--- config.mk ---
export PLATFORM = sky130hd
export DESIGN_NAME = srv_front
export DESIGN_NICKNAME = d
export VERILOG_FILES = /design/src/rtl/srv_pkg.sv /design/src/rtl/srv_front.sv
export SDC_FILE = /design/constraint.sdc
export NUM_CORES = 1
export LEC_CHECK = 0
export BUFFER_PORTS_ARGS = -buffer_cell sky130_fd_sc_hd__clkbuf_2
export CORE_MARGIN = 2
export CORE_UTILIZATION = 54
export DETAILED_ROUTE_END_ITERATION = 12
export HOLD_SLACK_MARGIN = 0.02
export PLACE_DENSITY = 0.83
export SYNTH_ARGS = -nofsm -noshare
export SYNTH_HDL_FRONTEND = slang
export SYNTH_SLANG_ARGS = --single-unit
--- constraint.sdc ---
create_clock -name clk_i -period 4.18 [get_ports clk_i]
set_input_delay 0.418 -clock clk_i [delete_from_list [all_inputs] [get_ports clk_i]]
set_output_delay 0.418 -clock clk_i [all_outputs]
set_load 0.02 [all_outputs]
--- src/rtl/srv_pkg.sv ---
`timescale 1ns / 1ps
// ----------------------------------------------------------------------------
// srv_pkg
// Shared types, constants and arithmetic helpers of the stereo reverb.
// ----------------------------------------------------------------------------
package srv_pkg;

  localparam int unsigned SW     = 16;  // sample width
  localparam int unsigned DW     = 24;  // store width, 8 fraction bits
  localparam int unsigned FRAC   = 8;
  localparam int unsigned ACC_W  = 28;  // intermediate sums
  localparam int unsigned MA_W   = 26;  // multiplier operand a
  localparam int unsigned MB_W   = 18;  // multiplier operand b
  localparam int unsigned PW     = MA_W + MB_W;
  localparam int unsigned POS_W  = 11;
  localparam int unsigned STEP_W = 5;

  localparam int unsigned SIDE_LEFT  = 0;
  localparam int unsigned SIDE_RIGHT = 1;

  // (150 / 44100)^2 in Q0.32, rounded
  localparam logic signed [MB_W-1:0] HP_COEF = 18'sd49690;

  localparam int unsigned LINE_LEN [2][6] = '{
    '{1309, 1635, 1811, 1926, 220, 74},
    '{934, 1819, 624, 690, 141, 59}
  };
  localparam int unsigned COMB_OFF [2][4] = '{
    '{0, 1309, 2944, 4755},
    '{0, 934, 2753, 3377}
  };
  localparam int unsigned COMB_DEPTH [2] = '{6681, 4067};
  localparam int unsigned AP_DEPTH   [2] = '{294, 200};

  // clearing pass covers the deepest store
  localparam int unsigned CLR_LEN = 6681;
  localparam int unsigned CLR_W   = $clog2(CLR_LEN);

  localparam logic [3:0] CFG_COMB_A = 4'd0;
  localparam logic [3:0] CFG_COMB_B = 4'd1;
  localparam logic [3:0] CFG_COMB_C = 4'd2;
  localparam logic [3:0] CFG_COMB_D = 4'd3;
  localparam logic [3:0] CFG_AP_A   = 4'd4;
  localparam logic [3:0] CFG_AP_B   = 4'd5;
  localparam logic [3:0] CFG_DAMP   = 4'd6;
  localparam logic [3:0] CFG_WET    = 4'd7;

  // sequencer steps of one lane
  localparam logic [STEP_W-1:0] STP_ADV  = 5'd0;
  localparam logic [STEP_W-1:0] STP_HP   = 5'd1;
  localparam logic [STEP_W-1:0] STP_FEED = 5'd2;
  localparam logic [STEP_W-1:0] STP_T0   = 5'd3;
  localparam logic [STEP_W-1:0] STP_T1   = 5'd4;
  localparam logic [STEP_W-1:0] STP_D0   = 5'd5;
  localparam logic [STEP_W-1:0] STP_D1   = 5'd6;
  localparam logic [STEP_W-1:0] STP_T2   = 5'd7;
  localparam logic [STEP_W-1:0] STP_T3   = 5'd8;
  localparam logic [STEP_W-1:0] STP_D2   = 5'd9;
  localparam logic [STEP_W-1:0] STP_D3   = 5'd10;
  localparam logic [STEP_W-1:0] STP_Z    = 5'd11;
  localparam logic [STEP_W-1:0] STP_ACC  = 5'd12;
  localparam logic [STEP_W-1:0] STP_Z2   = 5'd13;
  localparam logic [STEP_W-1:0] STP_GBZ  = 5'd14;
  localparam logic [STEP_W-1:0] STP_REV  = 5'd15;
  localparam logic [STEP_W-1:0] STP_MIX  = 5'd16;
  localparam logic [STEP_W-1:0] STP_OUT  = 5'd17;

  typedef struct packed {
    logic signed [SW-1:0] left_in;
    logic signed [SW-1:0] right_in;
  } in_t;

  typedef struct packed {
    logic signed [SW-1:0] left_out;
    logic signed [SW-1:0] right_out;
  } out_t;

  typedef struct packed {
    logic bypass;
    in_t  sample;
  } qent_t;

  typedef struct packed {
    logic signed [15:0] comb_gain_a;
    logic signed [15:0] comb_gain_b;
    logic signed [15:0] comb_gain_c;
    logic signed [15:0] comb_gain_d;
    logic signed [15:0] allpass_gain_a;
    logic signed [15:0] allpass_gain_b;
    logic [14:0]        damping_coef;
    logic [6:0]         wet_gain;
  } cfg_t;

  typedef struct packed {
    logic              run;
    logic [STEP_W-1:0] step;
    logic              clr;
    logic [CLR_W-1:0]  clr_addr;
  } lane_ctl_t;

  // round half up by s bits, result narrowed to the accumulator width
  function automatic logic signed [ACC_W-1:0] rnd_acc(input logic signed [PW-1:0] p,
                                                       input int unsigned s);
    logic signed [PW-1:0] half;
    logic signed [PW-1:0] r;
    half    = '0;
    half[s-1] = 1'b1;
    r       = (p + half) >>> s;
    return r[ACC_W-1:0];
  endfunction

  function automatic logic signed [DW-1:0] sat_store(input logic signed [ACC_W-1:0] v);
    if (v[ACC_W-1:DW-1] == '0 || v[ACC_W-1:DW-1] == '1) begin
      return v[DW-1:0];
    end else if (v[ACC_W-1]) begin
      return {1'b1, {(DW-1){1'b0}}};
    end else begin
      return {1'b0, {(DW-1){1'b1}}};
    end
  endfunction

  function automatic logic signed [SW-1:0] sat_sample(input logic signed [ACC_W-1:0] v);
    if (v[ACC_W-1:SW-1] == '0 || v[ACC_W-1:SW-1] == '1) begin
      return v[SW-1:0];
    end else if (v[ACC_W-1]) begin
      return {1'b1, {(SW-1){1'b0}}};
    end else begin
      return {1'b0, {(SW-1){1'b1}}};
    end
  endfunction

  function automatic logic signed [ACC_W-1:0] ext_store(input logic signed [DW-1:0] v);
    return {{(ACC_W-DW){v[DW-1]}}, v};
  endfunction

endpackage

--- src/rtl/srv_front.sv ---
`timescale 1ns / 1ps
// ----------------------------------------------------------------------------
// srv_front
// Input side: takes beats, marks bypass items, two-entry queue to the back.
// ----------------------------------------------------------------------------
module srv_front (
  input  logic                clk_i,
  input  logic                rst_ni,
  input  logic                in_valid_i,
  output logic                in_stall_o,
  input  srv_pkg::in_t        in_data_i,
  input  logic [6:0]          wet_gain_i,
  input  logic                busy_i,
  output logic                q_valid_o,
  output srv_pkg::qent_t      q_ent_o,
  input  logic                q_pop_i
);

  srv_pkg::qent_t ent_q [2];
  logic           wr_ptr_q, rd_ptr_q;
  logic [1:0]     cnt_q;
  logic           push;

  assign in_stall_o = (cnt_q == 2'd2) || busy_i;
  assign push       = in_valid_i && !in_stall_o;
  assign q_valid_o  = (cnt_q != 2'd0);
  assign q_ent_o    = ent_q[rd_ptr_q];

  always_ff @(posedge clk_i) begin
    if (push) begin
      ent_q[wr_ptr_q].bypass <= (wet_gain_i == 7'd0);
      ent_q[wr_ptr_q].sample <= in_data_i;
    end
  end

  always_ff @(posedge clk_i or negedge rst_ni) begin
    if (!rst_ni) begin
      wr_ptr_q <= 1'b0;
      rd_ptr_q <= 1'b0;
      cnt_q    <= 2'd0;
    end else begin
      if (push) begin
        wr_ptr_q <= !wr_ptr_q;
      end
      if (q_pop_i) begin
        rd_ptr_q <= !rd_ptr_q;
      end
      cnt_q <= cnt_q + {1'b0, push} - {1'b0, q_pop_i};
    end
  end

endmodule

# ---- After elaboration in Yosys (flattened, before gate mapping)
# Memory sizes are Yosys's and may differ from the RTL's.
# Index checks and enable logic that the tools add are counted.
dict set report word_totals {
  ff_bits 4
  ram_bits 66
  in_bits 44
  out_inout_bits 35
  n_memories 1
}
dict set report classes {
  n_addsub 2
  eq_ne 1
  mux 2
  reduce_logical 7
}
# name depth width read_ports rd_ports_with_merged_regs write_ports line
set mem_list {}
lappend mem_list {ent_q 2 33 1 0 1 srv_front.sv:19} ;# srv_pkg::qent_t ent_q [2];
# cell n
set ops {}
lappend ops {{logical NOT 7 bit} 1}
lappend ops {{logical NOT 1 bit} 3}
lappend ops {{adder 2 x 1 -> 2 bit} 1}
lappend ops {{== test 2 bit, second input constant} 1}
lappend ops {{two-way mux 1 bit} 2}
lappend ops {{nonzero test 2 bit} 1}
lappend ops {{subtractor 2 x 1 -> 2 bit} 1}
lappend ops {{logical AND 1 bit} 1}
lappend ops {{logical OR 1 bit} 1}

# ---- Depth between registers and ports, before layout
dict set report depth {
  word_depth 6
  mapped_depth 7
  mapped_depth_nobuf 7
}

# ---- Worst setup path after synthesis
# No wires, ideal clock.
dict set report synth_path {
  kind {input to register}
  startpoint {in busy_i}
  endpoint {mem ent_q[0][0] (netlist bit) (enable)}
  t_arrival_ns 2.061
  required_ns 3.757
  setup_slack_ns 1.695
  cell_stages 2
  cell_sequence {nand3b_1 > nor2_1}
}
dict set report synth_via {
  elab_chain_cells 5
}
# element line
set synth_lines {}
lappend synth_lines {{from (decl)} srv_front.sv:13} ;# input logic busy_i,
lappend synth_lines {{logical OR 1 bit} srv_front.sv:24} ;# assign in_stall_o = (cnt_q == 2'd2) || busy_i;
lappend synth_lines {{logical NOT 1 bit} srv_front.sv:25} ;# assign push = in_valid_i && !in_stall_o;
lappend synth_lines {{logical AND 1 bit} srv_front.sv:25}
lappend synth_lines {{two-way mux 1 bit} srv_front.sv:30} ;# if (push) begin
lappend synth_lines {{two-way mux 1 bit (implied by the code)} srv_front.sv:32} ;# ent_q[wr_ptr_q].sample <= in_data_i;
lappend synth_lines {{to (decl)} srv_front.sv:19}
# Every way passes these cells.

==> run metrics <==
sequential-to-total area share from yosys stat=0.795; Pwr Total=approximately 2.1 mW; Slew headroom=0.376; input/output buffers=78; CP Data Arrival Time=1840 ps; Skew-Pair Late Insertion Delay=around 330 ps; syn_nets=169; Seq cells post-synth=70; Crit path required time=3760 ps; area leader, netlist=edfxtp_1; CTS tree=done; Ys Warns=0; post-route clock period utilization=0.539; WL/cell=14.5 µm; WS Path Type=reg -> out; TritonCTS buffer count=9; root buffer cell=clkbuf_8; setup tns final=0 ps; placed cell count=252; Clock Power Share=0.264; RSZ-0062 raised after global routing=false; I/O Pins=79; Worst Hold Depth=1; Avg Inst Size Synth=around 21 µm²; Max Clk Rate=0.444 GHz; Comb pwr share=0.295; starting utilization of the core area=0.558; ratio of cells with drive above 1 in the final layout=0.595; Setup WS pre-CTS=approximately 2100 ps; ANT nets after route=0; total gr overflow=0; Net Sw Frac=0.298; DRC Markers=0; CTS-repair resized insts=0; part of the power in registers=0.441; min-delay src=in_data_i[17]; Startpoint Class=register; Rows=25; power per cell area=640 nW/µm²; total global-route track usage=0.156; ys flop type=edfxtp_1; VDD IR max=353 µV; CP max FO=26; Synth top cells by count=edfxtp_1, mux2_2, dfrtp_1, buf_6, xnor2_1; Hold Fails Final Rpt=0; count leader, synth=edfxtp_1; reg-to-reg endpoint=ent_q[1][30]; Max-cap violations=0; first-pass GRT wire length=5.86 mm; Area Overhead vs Synth=25.1%; Reg2Reg Setup Slack=2240 ps; vias in the first global route=1355; post-synth top area share=0.757; CTS Sinks=70; Final Setup Violations=0; Final Wtd Congestion=~0.64; critical-path cell list=buf_4 > mux2_2 > clkbuf_2; Tmin final=between 2000 and 2500 ps; Int Pwr=1.47 mW; Area contributors post-synth=edfxtp_1, mux2_2, dfrtp_1; Via Count=1372; H-tree lvl count=3; placed wire-length estimate=2.56 mm; Post-synth EDFFs=66; post-layout util=0.698; vias per inst=5.10; Clock Skew=4.47 ps; largest net degree at the start of global routing=34; post-route insts no fill=269; run status=completed; clock-pin slew on the worst setup and hold paths=70 ps; initial antenna violation count=0; Core ar.=4690 µm²; WL final=3.91 mm; total iterations of the first detailed-routing run=4; origin of the critical flop-to-flop path=cnt_q[1]; Worst path slowest cell=dfrtp_1; mapped cell area=between 2000 and 3000 µm²; Leak=1.27 nW; post-synth cell types=16; initial detailed-routing violation count=34; final net count=256; ANT cells=0; slew at the pin closest to its max-slew limit=934 ps; max-slew violation count=0; CTS max path bufs=2; worst setup margin=1930 ps; Worst Hold Class=in -> reg; die height=between 70 and 80 µm; die area=5420 µm²; Hold Crit Endpoint=ent_q[0][17]; Gate Count Post-Synth=123; Crit. End Element=output pin; reg2reg path depth=3; NetSw=0.625 mW; Largest stage delay, worst path=550 ps; Die X=73.6 µm; Async SR Flop Fraction=0.0571
-- worst max-delay path, delay by kind of cell, from the launching register on --
| family | cells | cell delay, ps |
|---|---|---|
| buffers and inverters | 2 | 560 |
| muxes | 1 | 390 |
| DFF | 1 | 550 |
-- routing by layer --
metal	global-route usage	part of all wire
met1	0.166	0.40
met2	0.256	0.50
met3	0.0590	0.079
met4	0.103	0.019
met5	0	0
-- stage by stage --
stage	hold slack [ps]	area, µm²
detailed placement	235	3060
global route	251	3270
floorplan	122	2620
finish	270	3270
global placement	233	3060
CTS	249	3270
-- power groups by stage --
stage | sequential, mW | combinational [mW] | clock (mW)
5_1_grt | 0.936 | 0.663 | 0.593
4_1_cts | 0.926 | 0.629 | 0.571
3_3_place_gp | 0.934 | 0.623 | 0
3_5_place_dp | 0.940 | 0.625 | 0
6_report | 0.924 | 0.618 | 0.554
2_1_floorplan | 0.916 | 0.480 | 0
-- worst max-delay path by stage --
stage	from	end	slack, ps	cells past startpoint
after floorplan	busy_i	ent_q[0][0]	1700	2
final	rd_ptr_q	q_ent_o[21]	1930	3
after CTS	rd_ptr_q	q_ent_o[21]	1880	3
after global placement	busy_i	ent_q[0][13]	2170	3
after detailed placement	busy_i	ent_q[0][18]	2130	3
after global routing	rd_ptr_q	q_ent_o[21]	1800	3
-- sequential cells by signal, indices dropped and copies added, names as in the netlist --
signal    count
ent_q        66
cnt_q         2
rd_ptr_q      1
wr_ptr_q      1
-- placed cells by master (no fill, tap or decap), types with 3 or more instances in the layout --
cell type,Yosys,layout
clkbuf_2,0,78
edfxtp_1,66,66
dfrtp_1,4,4
clkbuf_8,0,9
xnor2_1,3,3
mux2_2,31,31
-- cells by family after synthesis --
| group | after synthesis | synth area share |
|---|---|---|
| multiplexers | 33 | 0.142 |
| AND/OR/NAND/NOR | 8 | 0.0220 |
| XOR/XNOR | 4 | 0.0134 |
| adder cells (fa/ha/maj) | 2 | 0.00956 |
| flip-flops | 70 | 0.795 |
| buffers and inverters | 6 | 0.0177 |
-- cell type report --
class	instances	area, µm²
clock inverters	5	73.8
multi-input cells	47	504
clock buffers	11	131
flip-flops and latches	70	2080
inverters	2	7.51
well taps	54	67.6
repair buffers	80	408
fillers	308	1420
-- timing repair --
item,4_1_cts,5_1_grt
buffers inserted,0,0
endpoints found under the hold margin,4,0
hold buffers,1,0
endpoints found under the setup margin,0,0
No activity file was read; power rests on OpenSTA's default activity.
